`src/sv/k_way_posting_merge_unit_macros.svh`:
```
// assertion macros for the k-way posting merge unit
// used by the top level only; expects i_clk and i_rst_n in scope
`ifndef K_WAY_POSTING_MERGE_UNIT_MACROS_SVH
`define K_WAY_POSTING_MERGE_UNIT_MACROS_SVH

// consequent checked in the same cycle
`define KWPM_ASSERT_SAME(lbl, ante, cons, msg) \
    lbl: assert property (@(posedge i_clk) disable iff (!i_rst_n) (ante) |-> (cons)) \
        else $error(msg);

// consequent checked in the cycle after the antecedent
`define KWPM_ASSERT_NEXT(lbl, ante, cons, msg) \
    lbl: assert property (@(posedge i_clk) disable iff (!i_rst_n) (ante) |=> (cons)) \
        else $error(msg);

`endif

```
`src/sv/kwpm_pkg.sv`:
```
// shared constants and types for the k-way posting merge unit
// no dependencies; imported by every module of the block
`timescale 1ns / 1ps

package kwpm_pkg;

    localparam int NUM_SOURCES = 8;
    localparam int SRC_W       = 3;
    localparam int IDX_W       = (NUM_SOURCES > 1) ? $clog2(NUM_SOURCES) : 1;
    localparam int CNT_W       = 4;
    localparam int WORD_W      = 24;
    localparam int DOC_W       = 32;
    localparam int FREQ_W      = 16;
    // the 3-bit source field reaches no more than eight sources
    localparam int MAX_ACT     = (NUM_SOURCES < 8) ? NUM_SOURCES : 8;
    localparam int TREE_LEAVES = 2 ** IDX_W;

    localparam logic [CNT_W-1:0] CFG_RESET = CNT_W'(8);

    localparam logic FUNC_ENTRY = 1'b0;
    localparam logic FUNC_END   = 1'b1;

    typedef struct packed {
        logic              en;
        logic              func;
        logic [IDX_W-1:0]  idx;
        logic [WORD_W-1:0] word;
        logic [DOC_W-1:0]  doc;
        logic [FREQ_W-1:0] freq;
    } t_head_wr;

    typedef struct packed {
        logic             en;
        logic [IDX_W-1:0] idx;
    } t_head_clr;

    typedef struct packed {
        logic             ready;
        logic             found;
        logic [IDX_W-1:0] idx;
    } t_sel;

endpackage

```
`src/sv/k_way_posting_merge_unit.sv`:
```
// k-way posting merge unit, top level
// depends on kwpm_pkg, kwpm_head_store, kwpm_min_select and the macros header
`timescale 1ns / 1ps
`include "k_way_posting_merge_unit_macros.svh"

// Merges up to eight sorted posting streams into one stream ordered by word id.
// Input channel (i_in_valid / o_in_stall): each request either delivers the next
// entry of a source (func 0) or marks that source as ended (func 1).
// Output channel (o_out_valid / i_out_stall): the smallest held head, lower source
// on a tie, with a new-word flag and the source that must send its next entry.
// i_cfg_we / i_cfg_data set the number of sources in use; write only when idle.
// An accepted request sits in an input register until it can fire; the head
// update, the readiness check and the comparator tree then all run in that
// cycle, and any result is loaded into the output register, from which the
// receiver takes it.
// A request is taken every cycle while the output register is empty or drained;
// at most one result comes from each request. With the output stalled and full,
// one more request is held in the input register and then o_in_stall rises.
// Reset (synchronous, active low) clears all heads, ended marks and the
// last-word history and sets the source count to eight.
module k_way_posting_merge_unit (
    input  logic                          i_clk,
    input  logic                          i_rst_n,
    input  logic                          i_cfg_we,
    input  logic [kwpm_pkg::CNT_W-1:0]    i_cfg_data,
    input  logic                          i_in_valid,
    output logic                          o_in_stall,
    input  logic                          i_func,
    input  logic [kwpm_pkg::SRC_W-1:0]    i_source,
    input  logic [kwpm_pkg::WORD_W-1:0]   i_word_id,
    input  logic [kwpm_pkg::DOC_W-1:0]    i_doc_id,
    input  logic [kwpm_pkg::FREQ_W-1:0]   i_frequency,
    output logic                          o_out_valid,
    input  logic                          i_out_stall,
    output logic [kwpm_pkg::WORD_W-1:0]   o_out_word,
    output logic [kwpm_pkg::DOC_W-1:0]    o_out_doc,
    output logic [kwpm_pkg::FREQ_W-1:0]   o_out_freq,
    output logic                          o_new_word,
    output logic [kwpm_pkg::SRC_W-1:0]    o_refill_source
);
    import kwpm_pkg::*;

    logic [CNT_W-1:0]       r_cfg_count;
    logic [CNT_W-1:0]       w_eff;

    logic                   r_in_valid;
    logic                   n_in_valid;
    logic                   r_in_func;
    logic [SRC_W-1:0]       r_in_source;
    logic [WORD_W-1:0]      r_in_word;
    logic [DOC_W-1:0]       r_in_doc;
    logic [FREQ_W-1:0]      r_in_freq;

    logic                   r_out_valid;
    logic                   n_out_valid;
    logic [WORD_W-1:0]      r_out_word;
    logic [DOC_W-1:0]       r_out_doc;
    logic [FREQ_W-1:0]      r_out_freq;
    logic                   r_out_new;
    logic [SRC_W-1:0]       r_out_refill;

    logic [WORD_W-1:0]      r_last_word;
    logic                   r_have_last;

    logic                   w_accept;
    logic                   w_fire;
    logic                   w_emit;
    t_head_wr               w_wr;
    t_head_clr              w_clr;
    t_sel                   w_sel;

    logic [NUM_SOURCES-1:0] w_head_valid;
    logic [NUM_SOURCES-1:0] w_view_valid;
    logic [NUM_SOURCES-1:0] w_view_ended;
    logic [WORD_W-1:0]      w_view_word [NUM_SOURCES];
    logic [DOC_W-1:0]       w_view_doc  [NUM_SOURCES];
    logic [FREQ_W-1:0]      w_view_freq [NUM_SOURCES];
    logic [WORD_W-1:0]      w_best_word;

    // counts beyond the reachable sources clamp down
    assign w_eff = (r_cfg_count > CNT_W'(MAX_ACT)) ? CNT_W'(MAX_ACT) : r_cfg_count;

    assign w_fire     = r_in_valid && (!r_out_valid || !i_out_stall);
    assign o_in_stall = r_in_valid && !w_fire;
    assign w_accept   = i_in_valid && !o_in_stall;

    always_comb begin
        w_wr.en   = w_fire && (CNT_W'(r_in_source) < w_eff);
        w_wr.func = r_in_func;
        w_wr.idx  = IDX_W'(r_in_source);
        w_wr.word = r_in_word;
        w_wr.doc  = r_in_doc;
        w_wr.freq = r_in_freq;
    end

    assign w_emit    = w_fire && w_sel.ready && w_sel.found;
    assign w_clr.en  = w_emit;
    assign w_clr.idx = w_sel.idx;

    kwpm_head_store u_heads (
        .i_clk        (i_clk),
        .i_rst_n      (i_rst_n),
        .i_wr         (w_wr),
        .i_clr        (w_clr),
        .o_head_valid (w_head_valid),
        .o_view_valid (w_view_valid),
        .o_view_ended (w_view_ended),
        .o_view_word  (w_view_word),
        .o_view_doc   (w_view_doc),
        .o_view_freq  (w_view_freq)
    );

    kwpm_min_select u_select (
        .i_valid (w_view_valid),
        .i_ended (w_view_ended),
        .i_word  (w_view_word),
        .i_count (w_eff),
        .o_sel   (w_sel)
    );

    assign w_best_word = w_view_word[w_sel.idx];

    always_comb begin
        n_in_valid = r_in_valid;
        if (w_accept) begin
            n_in_valid = 1'b1;
        end else if (w_fire) begin
            n_in_valid = 1'b0;
        end
    end

    always_comb begin
        n_out_valid = r_out_valid;
        if (w_emit) begin
            n_out_valid = 1'b1;
        end else if (!i_out_stall) begin
            n_out_valid = 1'b0;
        end
    end

    always_ff @(posedge i_clk) begin
        if (!i_rst_n) begin
            r_cfg_count <= CFG_RESET;
            r_in_valid  <= 1'b0;
            r_out_valid <= 1'b0;
            r_last_word <= '0;
            r_have_last <= 1'b0;
        end else begin
            if (i_cfg_we) begin
                r_cfg_count <= i_cfg_data;
            end
            r_in_valid  <= n_in_valid;
            r_out_valid <= n_out_valid;
            if (w_emit) begin
                r_last_word <= w_best_word;
                r_have_last <= 1'b1;
            end
        end
    end

    always_ff @(posedge i_clk) begin
        if (w_accept) begin
            r_in_func   <= i_func;
            r_in_source <= i_source;
            r_in_word   <= i_word_id;
            r_in_doc    <= i_doc_id;
            r_in_freq   <= i_frequency;
        end
        if (w_emit) begin
            r_out_word   <= w_best_word;
            r_out_doc    <= w_view_doc[w_sel.idx];
            r_out_freq   <= w_view_freq[w_sel.idx];
            r_out_new    <= !r_have_last || (w_best_word != r_last_word);
            r_out_refill <= SRC_W'(w_sel.idx);
        end
    end

    assign o_out_valid     = r_out_valid;
    assign o_out_word      = r_out_word;
    assign o_out_doc       = r_out_doc;
    assign o_out_freq      = r_out_freq;
    assign o_new_word      = r_out_new;
    assign o_refill_source = r_out_refill;

    `KWPM_ASSERT_NEXT(a_emit_loads_result, w_emit, o_out_valid, "emitted head not presented")
    `KWPM_ASSERT_NEXT(a_head_cleared, w_emit, !w_head_valid[$past(w_sel.idx)], "head not cleared")
    `KWPM_ASSERT_SAME(a_last_word, o_out_valid, o_out_word == r_last_word, "bad history")
    `KWPM_ASSERT_SAME(a_stall_when_held, o_in_stall, r_in_valid, "stall without a held request")

endmodule

```
`src/sv/kwpm_head_store.sv`:
```
// per-source head registers with valid and ended flags
// depends on kwpm_pkg; presents the heads with the current request applied
`timescale 1ns / 1ps

module kwpm_head_store (
    input  logic                              i_clk,
    input  logic                              i_rst_n,
    input  kwpm_pkg::t_head_wr                i_wr,
    input  kwpm_pkg::t_head_clr               i_clr,
    output logic [kwpm_pkg::NUM_SOURCES-1:0]  o_head_valid,
    output logic [kwpm_pkg::NUM_SOURCES-1:0]  o_view_valid,
    output logic [kwpm_pkg::NUM_SOURCES-1:0]  o_view_ended,
    output logic [kwpm_pkg::WORD_W-1:0]       o_view_word [kwpm_pkg::NUM_SOURCES],
    output logic [kwpm_pkg::DOC_W-1:0]        o_view_doc  [kwpm_pkg::NUM_SOURCES],
    output logic [kwpm_pkg::FREQ_W-1:0]       o_view_freq [kwpm_pkg::NUM_SOURCES]
);
    import kwpm_pkg::*;

    logic [NUM_SOURCES-1:0] r_valid;
    logic [NUM_SOURCES-1:0] r_ended;
    logic [NUM_SOURCES-1:0] n_valid;
    logic [WORD_W-1:0]      r_word [NUM_SOURCES];
    logic [DOC_W-1:0]       r_doc  [NUM_SOURCES];
    logic [FREQ_W-1:0]      r_freq [NUM_SOURCES];

    always_comb begin
        o_view_valid = r_valid;
        o_view_ended = r_ended;
        o_view_word  = r_word;
        o_view_doc   = r_doc;
        o_view_freq  = r_freq;
        if (i_wr.en) begin
            case (i_wr.func)
                FUNC_ENTRY: begin
                    // an entry for a source that still holds a head is dropped
                    if (!r_valid[i_wr.idx]) begin
                        o_view_valid[i_wr.idx] = 1'b1;
                        o_view_word[i_wr.idx]  = i_wr.word;
                        o_view_doc[i_wr.idx]   = i_wr.doc;
                        o_view_freq[i_wr.idx]  = i_wr.freq;
                    end
                end
                FUNC_END: begin
                    o_view_ended[i_wr.idx] = 1'b1;
                end
                default: begin
                    o_view_valid = r_valid;
                end
            endcase
        end
    end

    always_comb begin
        n_valid = o_view_valid;
        if (i_clr.en) begin
            n_valid[i_clr.idx] = 1'b0;
        end
    end

    always_ff @(posedge i_clk) begin
        if (!i_rst_n) begin
            r_valid <= '0;
            r_ended <= '0;
        end else begin
            r_valid <= n_valid;
            r_ended <= o_view_ended;
        end
    end

    always_ff @(posedge i_clk) begin
        r_word <= o_view_word;
        r_doc  <= o_view_doc;
        r_freq <= o_view_freq;
    end

    assign o_head_valid = r_valid;

endmodule

```
`src/sv/kwpm_min_select.sv`:
```
// readiness check and smallest-head comparator tree
// depends on kwpm_pkg; purely combinational, ties go to the lower source
`timescale 1ns / 1ps

module kwpm_min_select (
    input  logic [kwpm_pkg::NUM_SOURCES-1:0] i_valid,
    input  logic [kwpm_pkg::NUM_SOURCES-1:0] i_ended,
    input  logic [kwpm_pkg::WORD_W-1:0]      i_word [kwpm_pkg::NUM_SOURCES],
    input  logic [kwpm_pkg::CNT_W-1:0]       i_count,
    output kwpm_pkg::t_sel                   o_sel
);
    import kwpm_pkg::*;

    localparam int NODES = 2 * TREE_LEAVES - 1;

    logic [NUM_SOURCES-1:0] w_part;
    logic                   w_nv    [NODES];
    logic [WORD_W-1:0]      w_nword [NODES];
    logic [IDX_W-1:0]       w_nidx  [NODES];

    always_comb begin
        for (int i = 0; i < NUM_SOURCES; i++) begin
            w_part[i] = (i < MAX_ACT) && (CNT_W'(i) < i_count);
        end
    end

    // leaves sit at the bottom of a heap-ordered tree, lowest source leftmost
    for (genvar g = 0; g < TREE_LEAVES; g++) begin : g_leaf
        if (g < NUM_SOURCES) begin : g_used
            assign w_nv[TREE_LEAVES-1+g]    = i_valid[g] && w_part[g];
            assign w_nword[TREE_LEAVES-1+g] = i_word[g];
        end else begin : g_pad
            assign w_nv[TREE_LEAVES-1+g]    = 1'b0;
            assign w_nword[TREE_LEAVES-1+g] = '0;
        end
        assign w_nidx[TREE_LEAVES-1+g] = IDX_W'(g);
    end

    for (genvar k = 0; k < TREE_LEAVES - 1; k++) begin : g_node
        logic w_pick_l;
        assign w_pick_l = w_nv[2*k+1]
                       && (!w_nv[2*k+2] || (w_nword[2*k+1] <= w_nword[2*k+2]));
        assign w_nv[k]    = w_nv[2*k+1] || w_nv[2*k+2];
        assign w_nword[k] = w_pick_l ? w_nword[2*k+1] : w_nword[2*k+2];
        assign w_nidx[k]  = w_pick_l ? w_nidx[2*k+1] : w_nidx[2*k+2];
    end

    assign o_sel.ready = &(~w_part | i_valid | i_ended);
    assign o_sel.found = w_nv[0];
    assign o_sel.idx   = w_nidx[0];

endmodule

```
`config.mk`:
```
export PLATFORM = sky130hd
export DESIGN_NAME = k_way_posting_merge_unit
export DESIGN_NICKNAME = d
export VERILOG_FILES = /design/src/sv/kwpm_pkg.sv /design/src/sv/k_way_posting_merge_unit.sv /design/src/sv/kwpm_head_store.sv /design/src/sv/kwpm_min_select.sv
export VERILOG_INCLUDE_DIRS = /design/src /design/src/sv
export SDC_FILE = /design/constraint.sdc
export NUM_CORES = 2
export LEC_CHECK = 0
export BUFFER_PORTS_ARGS = -buffer_cell sky130_fd_sc_hd__buf_2
export CORE_ASPECT_RATIO = 1.4
export CORE_MARGIN = 5
export CORE_UTILIZATION = 40
export CTS_CLUSTER_SIZE = 16
export DETAILED_ROUTE_END_ITERATION = 6
export PLACE_DENSITY = 0.64
export SLEW_MARGIN = 20
export SYNTH_ARGS = -nofsm -noshare
export SYNTH_HDL_FRONTEND = slang
export SYNTH_SLANG_ARGS = --single-unit
```
`constraint.sdc`:
```
create_clock -name i_clk -period 23.3 [get_ports i_clk]
set_clock_uncertainty 0.2 [all_clocks]
set_input_delay 1.165 -clock i_clk [delete_from_list [all_inputs] [get_ports i_clk]]
set_output_delay 1.165 -clock i_clk [all_outputs]
set_load 0.01 [all_outputs]
```
==> out/qor.txt <==
vertical extent of the die: 370.1 µm
postcts setup bufs: 0
signed area change from the synthesized netlist to the final layout: 12.41%
mux cell area share after synthesis: 0.2036
final worst setup slack: 7.875 ns
element type at the critical path start: flop
period utilization: 0.6620
Peak Freq: 64.83 MHz
area share of fa/ha/maj cells after synthesis: 0.05470
nature of the critical path endpoint: flop
largest fanout on the critical path: 102
post-placement worst setup slack: 8.002 ns
routed wirelength normalized by instance count: 23.01 µm
max-slew violation count: 0
die width: 267.2 µm
layout cells sized above 1: 0.1837
Clock Path Buffers: 3
Via density: 5.482
type of the most critical hold path: reg2reg
number of endpoints failing setup at the final stage: 0
status: completed
clk root buf: clkbuf_16
RSZ-0062 raised after global routing: no
via count of the first global-routing pass: 27920
transition time at the pin with the least slew margin: 1.100 ns
final worst path period need: 15.43 ns
combinational family with the most area after synthesis: multiplexers
Critical-path top delay cell: buf_4
synth warn: 0
hold_buf cts: 0
number of synthesized register bits: 775
area fraction in compound gates after synthesis: 0.1062
vias post-DR: 27800
antenna diode instance count: 0
max_slew headroom: 0.2599
Maximum Capacitance Violations: 0
DRC violation total after the first TritonRoute iteration: 1805
sequential cell area fraction in the yosys report: 0.4597
post-CTS clock slew at the launch and capture registers of the worst setup and hold paths: 0.06 ns
proportion of synthesized flip-flops having asynchronous set or reset: 0
count of buffers from port buffering: 162
Fin Setup TNS: 0 ns
Total Die Area: 98920 µm²
DP HPWL: 79.69 mm
number of DRC violations after detailed routing: 0
IO Pins: 163
total routed wirelength: 116.7 mm
number of nets produced by synthesis: 3974
xor/xnor cell area share of the yosys netlist: 0.008272
starting density of the core: 0.4014
gp weighted congestion: 0.9993
detailed-router iteration count before antenna repair: 6
grt total ovfl: 0
global-route wire length before repair: 173.2 mm
endpoint arrival time on the critical path: 15.61 ns
number of enable flip-flop cells after synthesis: 152
number of nets with antenna violations after routing: 0
CP required: 23.48 ns
Syn Inst Count: 3727
placeable core region: 92320 µm²
total CTS buffers: 81
Unique masters post-synth: 99
insertion delay of the later-clocked pin in the worst-skew pair: 0.66 ns
power density over the cells: 105.0 nW/µm²
Final Net Count: 4044
cell occurring most often along the worst timing path: buf_4
non-filler instance count after layout: 5070
H-Tree Depth: 3
antenna violations before repair: 2
biggest cell delay along the critical path: 0.74 ns
Row Count: 132
maximum number of pins on one net before global-route repair: 103
placed cell count: 4920
simple-gate share of the synthesized area: 0.1213
Top FF cell, synth: dfxtp_1
critical path class: reg2reg
mean post-synth cell area: 9.943 µm²
total track usage: 0.2285
cell area after synthesis: 37060 µm²
fill cell count: 8756
post-CTS sizing: 0
final hold violation count: 0
CTS tree: done
IR Drop Worst-Case VDD: 0.05351 mV
leakage power figure: 0.01929 µW
Num Clock Sinks: 775
-- synthesized netlist by cell type, types with 15 or more instances --
master	number	area (µm²)
xnor2_1	20	175.2
nor2_1	230	863.3
edfxtp_1	152	4564
nand3_1	37	185.2
buf_1	21	78.83
nand2_1	585	2196
o21ai_1	44	220.2
inv_1	191	716.9
clkbuf_1	139	521.8
nor4_1	16	100.1
nor2b_1	37	231.5
a21oi_1	139	695.7
o32a_1	49	490.5
xor2_1	15	131.4
mux2_2	301	3390
buf_2	42	210.2
nor3_1	30	150.1
a211oi_1	19	142.6
ha_1	162	2027
mux2i_1	411	4114
a21o_1	16	120.1
dfxtp_1	623	12470
nand4_1	38	237.7
o21ai_0	122	610.6
nand2b_1	19	118.9
o211ai_1	19	142.6
-- critical path, delay by kind of cell (launching register included) --
family                   cells  cell delay [ns]
flip-flops                   1             0.63
AO/OA/AOI/OAI               17             4.40
buffers and inverters        7             3.49
adder cells (fa/ha/maj)      3             0.87
XOR/XNOR                     1             0.14
multiplexers                 4             2.00
AND/OR/NAND/NOR             12             3.15
-- through the flow --
step	utilization	cell area, µm²	total power [µW]	hold slack (ns)
final	0.4512	41660	4374	0.2401
after global routing	0.4512	41660	4612	0.2584
after CTS	0.4512	41660	4391	0.2413
after detailed placement	0.4218	38940	3068	0.2253
after global placement	0.4218	38940	3044	0.2191
after floorplan	-	37060	2660	0.2114
-- state kept, by name, summed over array words and instances, names as in the netlist, 24 cells and up --
register,cells
u_heads.r_freq,128
r_in_doc,32
o_out_word,24
u_heads.r_doc,256
u_heads.r_word,192
o_out_doc,32
r_in_word,24
r_last_word,24
-- final timing paths --
path | cells past startpoint | startpoint | slack (ns) | end
max | 44 | r_in_source[2]$_DFFE_PP_ | 7.87 | o_new_word$_DFFE_PP_
min | 2 | u_heads.r_freq[109]$_DFF_P_ | 0.24 | u_heads.r_freq[109]$_DFF_P_
max reg2reg | 44 | r_in_source[2]$_DFFE_PP_ | 7.87 | o_new_word$_DFFE_PP_
min reg2reg | 2 | u_heads.r_freq[109]$_DFF_P_ | 0.24 | u_heads.r_freq[109]$_DFF_P_
-- cell usage in the layout (no fill, tap or decap), types with 15 or more instances in the layout --
cell	Yosys	layout
a211oi_1	19	18
a21o_1	16	16
a21oi_1	139	138
buf_2	42	162
buf_4	13	46
clkbuf_16	0	83
clkbuf_8	0	17
dfxtp_1	623	623
edfxtp_1	152	152
ha_1	162	162
inv_1	191	191
mux2_2	301	301
mux2i_1	411	411
nand2_1	585	584
nand2b_1	19	19
nand3_1	37	35
nand4_1	38	38
nor2_1	230	227
nor2b_1	37	36
nor3_1	30	27
nor4_1	16	16
o211ai_1	19	19
o21ai_0	122	121
o21ai_1	44	42
o32a_1	49	49
xnor2_1	20	20
xor2_1	15	15
-- report_power, final --
part | switching (µW) | leakage, µW | internal (µW)
combinational | 785 | 0.0113 | 513
sequential | 101 | 0.00661 | 1660
clock | 565 | 0.00133 | 750
total | 1450 | 0.0193 | 2920
-- cell type report --
class / count / area, µm² / share of cell area
Multi-Input combinational cell: 2536 / 18500 / 0.4440
Sequential cell: 775 / 17040 / 0.4090
Clock buffer: 112 / 2356 / 0.05656
Tap cell: 1206 / 1509 / 0.03622
Timing Repair Buffer: 208 / 1156 / 0.02775
Inverter: 195 / 747.0 / 0.01793
Clock inverter: 38 / 355.3 / 0.008530
-- metal layers --
layer  wire (µm)  vias up  global-route usage
met3        5367      340             0.03328
met5           0        -                   0
met4        8831        0              0.1473
li1            -    13270                   -
met2       58140      811              0.4062
met1       44340    13380              0.2532
-- kinds of logic (layout without fill, tap and decap cells) --
family,after synthesis,count (layout)
mux,715,715
xor+xnor,35,35
compound gates,575,575
fa+ha+maj,162,162
simple gates,1049,1049
buf+inv,416,553
flops,775,775
Note: power is estimated with default switching activity, not from simulation.
